### src/design/fxc_pkg.sv
// fxc_pkg: shared types and constants for the fir filter with xor checksum
package fxc_pkg;

  localparam int TAP_COUNT = 16;
  localparam int TAP_W     = 4;
  localparam int SAMPLE_W  = 16;
  localparam int COEFF_W   = 4;
  localparam int PROD_W    = SAMPLE_W + COEFF_W + 1;
  localparam int ACC_W     = 23;
  localparam int SHIFT     = 7;
  localparam int CSUM_W    = 8;
  localparam int COUNT_W   = 16;

  // triangular coefficient 1..8,8..1 by tap position, oldest tap first
  function automatic logic [COEFF_W-1:0] tap_coeff(input logic [TAP_W-1:0] tap);
    logic [COEFF_W-1:0] c;
    if (tap[TAP_W-1] == 1'b0) begin
      c = COEFF_W'(tap) + COEFF_W'(1);
    end else begin
      c = COEFF_W'(TAP_COUNT - 1) - COEFF_W'(tap) + COEFF_W'(1);
    end
    return c;
  endfunction

  // commands from controller to datapath
  typedef struct packed {
    logic             load;
    logic             mac;
    logic [TAP_W-1:0] tap;
    logic             finish;
    logic             last;
  } fxc_cmd_t;

endpackage

### src/design/fxc_datapath.sv
// fxc_datapath: delay line, multiply-accumulate unit and result registers
module fxc_datapath (
  input  logic                                 clk,
  input  logic                                 rst_n,
  input  fxc_pkg::fxc_cmd_t                    cmd,
  input  logic signed [fxc_pkg::SAMPLE_W-1:0]  in_sample,
  output logic signed [fxc_pkg::SAMPLE_W-1:0]  out_filtered,
  output logic        [fxc_pkg::CSUM_W-1:0]    out_checksum,
  output logic                                 out_block_end
);
  import fxc_pkg::*;

  logic signed [SAMPLE_W-1:0] window_r [TAP_COUNT];
  logic signed [ACC_W-1:0]    acc_r;
  logic signed [ACC_W-1:0]    acc_nxt;
  logic signed [PROD_W-1:0]   prod;
  logic        [CSUM_W-1:0]   xor_r;
  logic        [SAMPLE_W-1:0] res;
  logic        [CSUM_W-1:0]   csum_nxt;

  // one tap product, sign extended into the accumulator
  always_comb begin
    prod    = $signed({1'b0, tap_coeff(cmd.tap)}) * window_r[cmd.tap];
    acc_nxt = acc_r + {{(ACC_W - PROD_W){prod[PROD_W-1]}}, prod};
  end

  // floor shift of the sum, low byte folded into the checksum
  assign res      = acc_r[SHIFT +: SAMPLE_W];
  assign csum_nxt = xor_r ^ res[CSUM_W-1:0];

  // delay line, index 0 holds the oldest sample
  always_ff @(posedge clk) begin
    if (cmd.load) begin
      for (int i = 0; i < TAP_COUNT - 1; i++) begin
        window_r[i] <= window_r[i + 1];
      end
      window_r[TAP_COUNT - 1] <= in_sample;
    end
  end

  // accumulator
  always_ff @(posedge clk) begin
    if (cmd.load) begin
      acc_r <= '0;
    end else if (cmd.mac) begin
      acc_r <= acc_nxt;
    end
  end

  // running checksum, cleared at reset and at the end of a block
  always_ff @(posedge clk) begin
    if (!rst_n) begin
      xor_r <= '0;
    end else if (cmd.finish) begin
      xor_r <= cmd.last ? '0 : csum_nxt;
    end
  end

  // result word registers
  always_ff @(posedge clk) begin
    if (cmd.finish) begin
      out_filtered  <= $signed(res);
      out_checksum  <= csum_nxt;
      out_block_end <= cmd.last;
    end
  end

endmodule

### src/design/fxc_ctrl.sv
// fxc_ctrl: sequencer for fill, tap iteration, block counting and output valid
module fxc_ctrl #(
  parameter int BLOCK_OUTPUTS = 64
) (
  input  logic              clk,
  input  logic              rst_n,
  input  logic              in_valid,
  output logic              in_stall,
  output logic              out_valid,
  input  logic              out_stall,
  output fxc_pkg::fxc_cmd_t cmd
);
  import fxc_pkg::*;

  typedef enum logic [1:0] {
    S_IDLE,
    S_MAC,
    S_DONE
  } state_t;

  localparam logic [TAP_W-1:0]   FULL_FILL  = TAP_W'(TAP_COUNT - 1);
  localparam logic [TAP_W-1:0]   LAST_TAP   = TAP_W'(TAP_COUNT - 1);
  localparam logic [COUNT_W-1:0] LAST_COUNT = COUNT_W'(BLOCK_OUTPUTS - 1);

  state_t               state_r, state_nxt;
  logic [TAP_W-1:0]     tap_r, tap_nxt;
  logic [TAP_W-1:0]     fill_r, fill_nxt;
  logic [COUNT_W-1:0]   count_r, count_nxt;
  logic                 out_valid_r, out_valid_nxt;
  logic                 out_free;
  logic                 last;

  assign out_free  = !out_valid_r || !out_stall;
  assign last      = (count_r == LAST_COUNT);
  assign in_stall  = (state_r != S_IDLE);
  assign out_valid = out_valid_r;

  // next state and datapath commands
  always_comb begin
    state_nxt     = state_r;
    tap_nxt       = tap_r;
    fill_nxt      = fill_r;
    count_nxt     = count_r;
    out_valid_nxt = out_valid_r && out_stall;
    cmd           = '0;
    cmd.tap       = tap_r;
    cmd.last      = last;
    unique case (state_r)
      S_IDLE: begin
        if (in_valid) begin
          cmd.load = 1'b1;
          if (fill_r != FULL_FILL) begin
            fill_nxt = fill_r + TAP_W'(1);
          end else begin
            tap_nxt   = '0;
            state_nxt = S_MAC;
          end
        end
      end
      S_MAC: begin
        cmd.mac = 1'b1;
        tap_nxt = tap_r + TAP_W'(1);
        if (tap_r == LAST_TAP) begin
          state_nxt = S_DONE;
        end
      end
      S_DONE: begin
        if (out_free) begin
          cmd.finish    = 1'b1;
          out_valid_nxt = 1'b1;
          state_nxt     = S_IDLE;
          if (last) begin
            count_nxt = '0;
            fill_nxt  = '0;
          end else begin
            count_nxt = count_r + COUNT_W'(1);
          end
        end
      end
      default: begin
        state_nxt = S_IDLE;
      end
    endcase
  end

  // state and registered outputs
  always_ff @(posedge clk) begin
    if (!rst_n) begin
      state_r     <= S_IDLE;
      tap_r       <= '0;
      fill_r      <= '0;
      count_r     <= '0;
      out_valid_r <= 1'b0;
    end else begin
      state_r     <= state_nxt;
      tap_r       <= tap_nxt;
      fill_r      <= fill_nxt;
      count_r     <= count_nxt;
      out_valid_r <= out_valid_nxt;
    end
  end

endmodule

### src/design/fir_filter_with_xor_checksum_top.sv
// fir_filter_with_xor_checksum_top: 16-tap triangular fir filter with block checksum
//
//   channel  direction  handshake           payload
//   in       input      in_valid/in_stall   in_sample (s16)
//   out      output     out_valid/out_stall out_filtered (s16), out_checksum (u8),
//                                           out_block_end (u1)
//
// a word that only fills the delay line is just shifted in; a word that yields a result
// is shifted in, then stepped through all taps of the single tap multiply-accumulate
// unit, and the result is then loaded into the output register.
// the result waits in the output register; the next word is taken while it waits,
// and a new result is held back until the register is free.
// rst_n is synchronous; it clears the sequencer, counters, checksum and output valid.
module fir_filter_with_xor_checksum_top #(
  parameter int BLOCK_OUTPUTS = 64
) (
  input  logic                                 clk,
  input  logic                                 rst_n,
  input  logic                                 in_valid,
  output logic                                 in_stall,
  input  logic signed [fxc_pkg::SAMPLE_W-1:0]  in_sample,
  output logic                                 out_valid,
  input  logic                                 out_stall,
  output logic signed [fxc_pkg::SAMPLE_W-1:0]  out_filtered,
  output logic        [fxc_pkg::CSUM_W-1:0]    out_checksum,
  output logic                                 out_block_end
);
  import fxc_pkg::*;

  fxc_cmd_t cmd;

  // controller
  fxc_ctrl #(
    .BLOCK_OUTPUTS (BLOCK_OUTPUTS)
  ) u_ctrl (
    .clk       (clk),
    .rst_n     (rst_n),
    .in_valid  (in_valid),
    .in_stall  (in_stall),
    .out_valid (out_valid),
    .out_stall (out_stall),
    .cmd       (cmd)
  );

  // datapath
  fxc_datapath u_dp (
    .clk           (clk),
    .rst_n         (rst_n),
    .cmd           (cmd),
    .in_sample     (in_sample),
    .out_filtered  (out_filtered),
    .out_checksum  (out_checksum),
    .out_block_end (out_block_end)
  );

endmodule

### config.mk
export PLATFORM = sky130hd
export DESIGN_NAME = fir_filter_with_xor_checksum_top
export DESIGN_NICKNAME = d
export VERILOG_FILES = /design/src/design/fxc_pkg.sv /design/src/design/fxc_datapath.sv /design/src/design/fxc_ctrl.sv /design/src/design/fir_filter_with_xor_checksum_top.sv
export SDC_FILE = /design/constraint.sdc
export NUM_CORES = 1
export LEC_CHECK = 0
export ABC_AREA = 0
export BUFFER_PORTS_ARGS = -buffer_cell sky130_fd_sc_hd__buf_2
export CORE_ASPECT_RATIO = 0.75
export CORE_UTILIZATION = 40
export CTS_CLUSTER_SIZE = 40
export DETAILED_ROUTE_END_ITERATION = 16
export GPL_ROUTABILITY_DRIVEN = 0
export PLACE_DENSITY_LB_ADDON = 0.15
export SYNTH_ARGS = -nofsm -noshare
export SYNTH_HDL_FRONTEND = slang
export SYNTH_SLANG_ARGS = --single-unit
### constraint.sdc
create_clock -name clk -period 20.8 [get_ports clk]
set_input_delay 4.16 -clock clk [delete_from_list [all_inputs] [get_ports clk]]
set_output_delay 4.16 -clock clk [all_outputs]
set_load 0.02 [all_outputs]
# Word-level counts from Yosys, hierarchy flattened
# Memory sizes are Yosys's and may differ from the RTL's. A register that Yosys moved wholly into a read port is not among the register bits.
# Index checks and enable logic that the tools add are counted.
[totals]
register_bits = 83
wordCells = 69
memories = 1
mem_bits_rw = 256
[classes]
bitwise = 1
n_reduce_logical = 12
muxes = 27
add_sub_neg = 6
multipliers = 1
n_eq_ne = 11
[mem_list]
columns = ["name", "depth", "word_bits", "rd", "rd_ports_with_merged_regs", "wr", "line", "source"]
rows = [
  ["u_dp.window_r", 16, 16, 16, 1, 16, "fxc_datapath.sv:13", "logic signed [SAMPLE_W-1:0] window_r [TAP_COUNT];"],
]
[op_table]
columns = ["cell", "count"]
rows = [
  ["$mux 4", 9],
  ["$add 23x23->23", 1],
  ["$mul 5x16->21", 1],
  ["$add 16x1->16 const B", 1],
  ["$eq 16x6->1 const B", 1],
  ["$mux 16", 1],
  ["$pmux 4 s2", 2],
  ["$add 4x1->4 const B", 3],
  ["$mux 1", 9],
  ["$mux 2", 4],
  ["$mux 8", 1],
  ["$ne 2x1->1 const B", 4],
  ["$xor 8x8->8", 1],
  ["$pmux 2 s3", 1],
  ["$reduce_bool 2->1", 3],
  ["$reduce_and 5->1", 1],
  ["$eq 4x4->1 const B", 1],
  ["$ne 2x2->1 const B", 2],
  ["$ne 4x4->1 const B", 1],
  ["$reduce_and 4->1", 1],
  ["$sub 4x4->4 const A", 1],
  ["$reduce_and 3->1", 1],
  ["$eq 2x1->1 const B", 1],
  ["$eq 2x2->1 const B", 1],
  ["5 further kinds", 6],
]

# Depth between registers and ports, before layout
[logic_depth]
depth_word = 6
mapped_depth = 30

# Modules after synthesis
# From an unflattened synthesis, not the netlist that was laid out.
[hier_totals]
cells_unflattened = 1236
area_unflattened_um2 = 16578.4
[modules_own_cells]
columns = ["mod", "seq_area_each_um2", "n_inst", "area_per_inst_um2", "cells_per_inst"]
rows = [
  ["fxc_datapath", 9058.7, 1, 15220.8, 1075],
  ["fxc_ctrl", 540.5, 1, 1357.6, 161],
]

# Worst setup path after synthesis
# Ideal clock, no wire load.
[synth_path]
kind = "input to register"
start = "in in_valid"
end = "mem u_dp.window_r[0][0] (enable)"
arrival_time_ns = 11.519
cell_stages = 3
path_buffers = 1
required_time_ns = 20.080
path_slack_ns = 8.561
path_cell_list = "inv_1 > nor2_1 > clkbuf_1"
[synth_rtl]
columns = ["element", "line", "source"]
rows = [
  ["from (decl)", "fir_filter_with_xor_checksum_top.sv:19", "input logic in_valid,"],
  ["to (decl)", "fxc_datapath.sv:13", ""],
]

==> impl_results.md <==
* Initial antenna violation count at 0
* Routing usage on met1 at approximately 22%
* Detailed-route via count at 8801
* Sw frac at approximately a fifth
* Max Cap Violations at 0
* Switch Pwr at a little over 300 uW
* Power Density at between 70 and 80 mW/mm^2
* Clock root buffer: clkbuf_16
* PnR worst setup slack at 12700 ps
* CTS Buffer Depth at 3
* Dpl hpwl at 18.6 mm
* DRT Pass-1 Iters at 4
* Routed WL at 28.4 mm
* Initial core utilization at about two fifths
* Hold depth at 0
* Post-CTS Resized at 0
* Buf+Inv Stages, Crit Path at 3
* Reg power frac at around 55%
* Crit-path max cell delay at 800 ps
* Final Max Tran Viols at 0
* Nets at approximately 1300
* Critical path data arrival time at between 8000 and 9000 ps
* Iteration-0 DRC Markers at around 650
* Clock power frac at 41.4%
* Largest area contributor in the netlist: edfxtp_1
* Top achievable clock speed at between 100 and 150 MHz
* Slowest cell on the critical path: buf_4
* Post-CTS Setup Bufs at 0
* Peak VDD IR at between 50 and 60 uV
* Hold crit path type: reg -> reg
* Main synth FF type: edfxtp_1
* Grt met3 use at ~2.7%
* Die area at roughly 0.041 sq mm
* P_int at between 1000 and 1500 uW
* CTS Hold Bufs at 0
* Crit Path Max Fanout at 47
* Pre-CTS setup slack at 12610 ps
* Post-synth EDFFs at 281
* Yosys top cell area share at a little over half
* DRC viols at 0
* R2R Path End: u_dp.acc_r[22]
* Average size of a mapped cell at 14.6 sq um
* Remaining global-route overflow at 0
* Seq cells post-synth at around 340
* Die Wd at 234 um
* Hold Path Origin: u_dp.window_r[10][12]
* H-tree level count at 2
* Final Hold Vio Count at 0
* Routed Antenna Nets at 0
* Gate Count Post-Synth at 1109
* Flop-to-flop setup slack at about 13000 ps
* Port-buffer cells at 46
* Area growth syn-to-layout at 12.0%
* Leak at slightly below 0.007 uW
* Setup TNS after final layout at 0 ps
* Hold Path End: u_dp.window_r[9][12]
* TritonCTS Buffers at 36
* First-pass GRT wire length at approximately 47 mm
* Clock transition at path regs at 60 ps
* Met2 GRT Util at around a fifth
* Final setup viols at 0
* Diode count at 0
* RSZ-0062 raised after global routing: no
* Setup crit end kind: flop
* Delay-heaviest family, CP: adder cells
* Status: complete, no violations
* WP data required at between 20000 and 25000 ps
* Post-synth ARST share at 0%
* Max_slew headroom at a little over a fifth
* CTS tree: yes
* Cell Rows at 63
* Startpoint Class: flop
* Clk sinks at 343
* Minimum clock period at ~8000 ps
* Clock Skews at 16.3 ps
* Seq/Total Area, Yosys at around three fifths
* Combinational power share at around 3.4%
* Skew-Pair Late Insertion Delay at around 540 ps
* Share of cells above drive strength 1 at 16.8%
* Chip Height at around 180 um
* Synth top area cells: edfxtp_1 (52%), mux4_2 (11%), dfxtp_1 (7.7%)
* Mapped Nets at between 1000 and 1500
* I/O pin cnt at 47
* Critical path class: reg -> reg
* Synth Warn # at 0
* Cell variety after synth at 55
* Global routing's busiest layer: met1
* Core footprint at 0.0397 sq mm
* R2R cell count at 27
* Drt wl/cell at roughly 17 um
* Synth top cells by count: edfxtp_1 (281), mux4_2 (80), inv_1 (77), nand2_1 (77), ha_1 (69)
* Vias in the first global route at about 8900
* Final worst-path cycle share at around two fifths
* Vias/cell at ~5.1
* Top-count cell post-synth: edfxtp_1
* Gr usage total at between 10% and 20%
* Worst-Margin Slew at ~1200 ps
* Cell area after synthesis at ~0.016 sq mm
* Largest net degree at the start of global routing at between 150 and 200
## cell type report
cell class	count	area, sq um
tap	520	651
timing repair buffer	58	333
clock buffer	42	945
inverter	78	293
sequential	343	9680
multi-input combinational	654	6120
fill	3526	21600
clock inverter	20	130
## through the flow
step                      util [%]  hold WS [ps]  power, uW  cells  instance area (sq um)
final                         45.7           433       1430   1715                  18200
after global routing          45.7           448       1490   1715                  18200
after CTS                     45.7           433       1450   1715                  18200
after detailed placement      43.0           429        852   1653                  17100
after global placement        43.0           422        851   1653                  17100
after floorplan                  -           421        839   1109                  16200
## sequential cells by signal, indices dropped and copies added, names as in the netlist, named ones only
signal / cells
u_dp.out_filtered: 16
u_dp.xor_r: 8
u_ctrl.count_r: 16
u_dp.window_r: 256
u_dp.out_checksum: 8
u_ctrl.state_r: 2
u_ctrl.fill_r: 4
u_dp.acc_r: 23
u_ctrl.tap_r: 4
u_ctrl.out_valid: 1
u_dp.out_block_end: 1
## per-layer routing
metal,wire [um],up-vias
met5,0,-
met4,434,0
met2,12000,92
li1,-,4228
met1,15000,4447
met3,939,34
## power groups by stage
stage / Combinational, uW / Sequential [uW] / Clock (uW)
2_1_floorplan: 36.2 / 803 / 0
3_3_place_gp: 49.6 / 801 / 0
3_5_place_dp: 49.7 / 802 / 0
4_1_cts: 49.8 / 788 / 614
5_1_grt: 54.3 / 791 / 642
6_report: 49.0 / 788 / 592
## layout by cell type (no fill, tap or decap), types with 37 or more instances in the layout
cell       count
a21oi_1       51
and2_1        38
buf_2         46
clkbuf_16     37
dfxtp_1       60
edfxtp_1     281
ha_1          69
inv_1         77
mux4_2        80
nand2_1       77
nor2_1        60
## worst max-delay path by stage
stage                     cells past startpoint             endpoint  startpoint
final                                        27       u_dp.acc_r[22]        flop
after global routing                         27       u_dp.acc_r[22]        flop
after CTS                                    26       u_dp.acc_r[22]        flop
after detailed placement                     26       u_dp.acc_r[22]        flop
after global placement                       26       u_dp.acc_r[22]        flop
after floorplan                               3  u_dp.window_r[0][0]    in_valid
## cells by family after synthesis
kind of cell	Yosys count	synth area share [%]
AOI/OAI and AO/OA	131	4.99
xor gates and xnor gates	65	3.51
buffers and inverters	112	2.65
muxes	83	11.3
adders and majority gates	103	9.53
and+or+nand+nor	272	8.30
DFF	343	59.7
No activity file was read; power rests on OpenSTA's default activity.
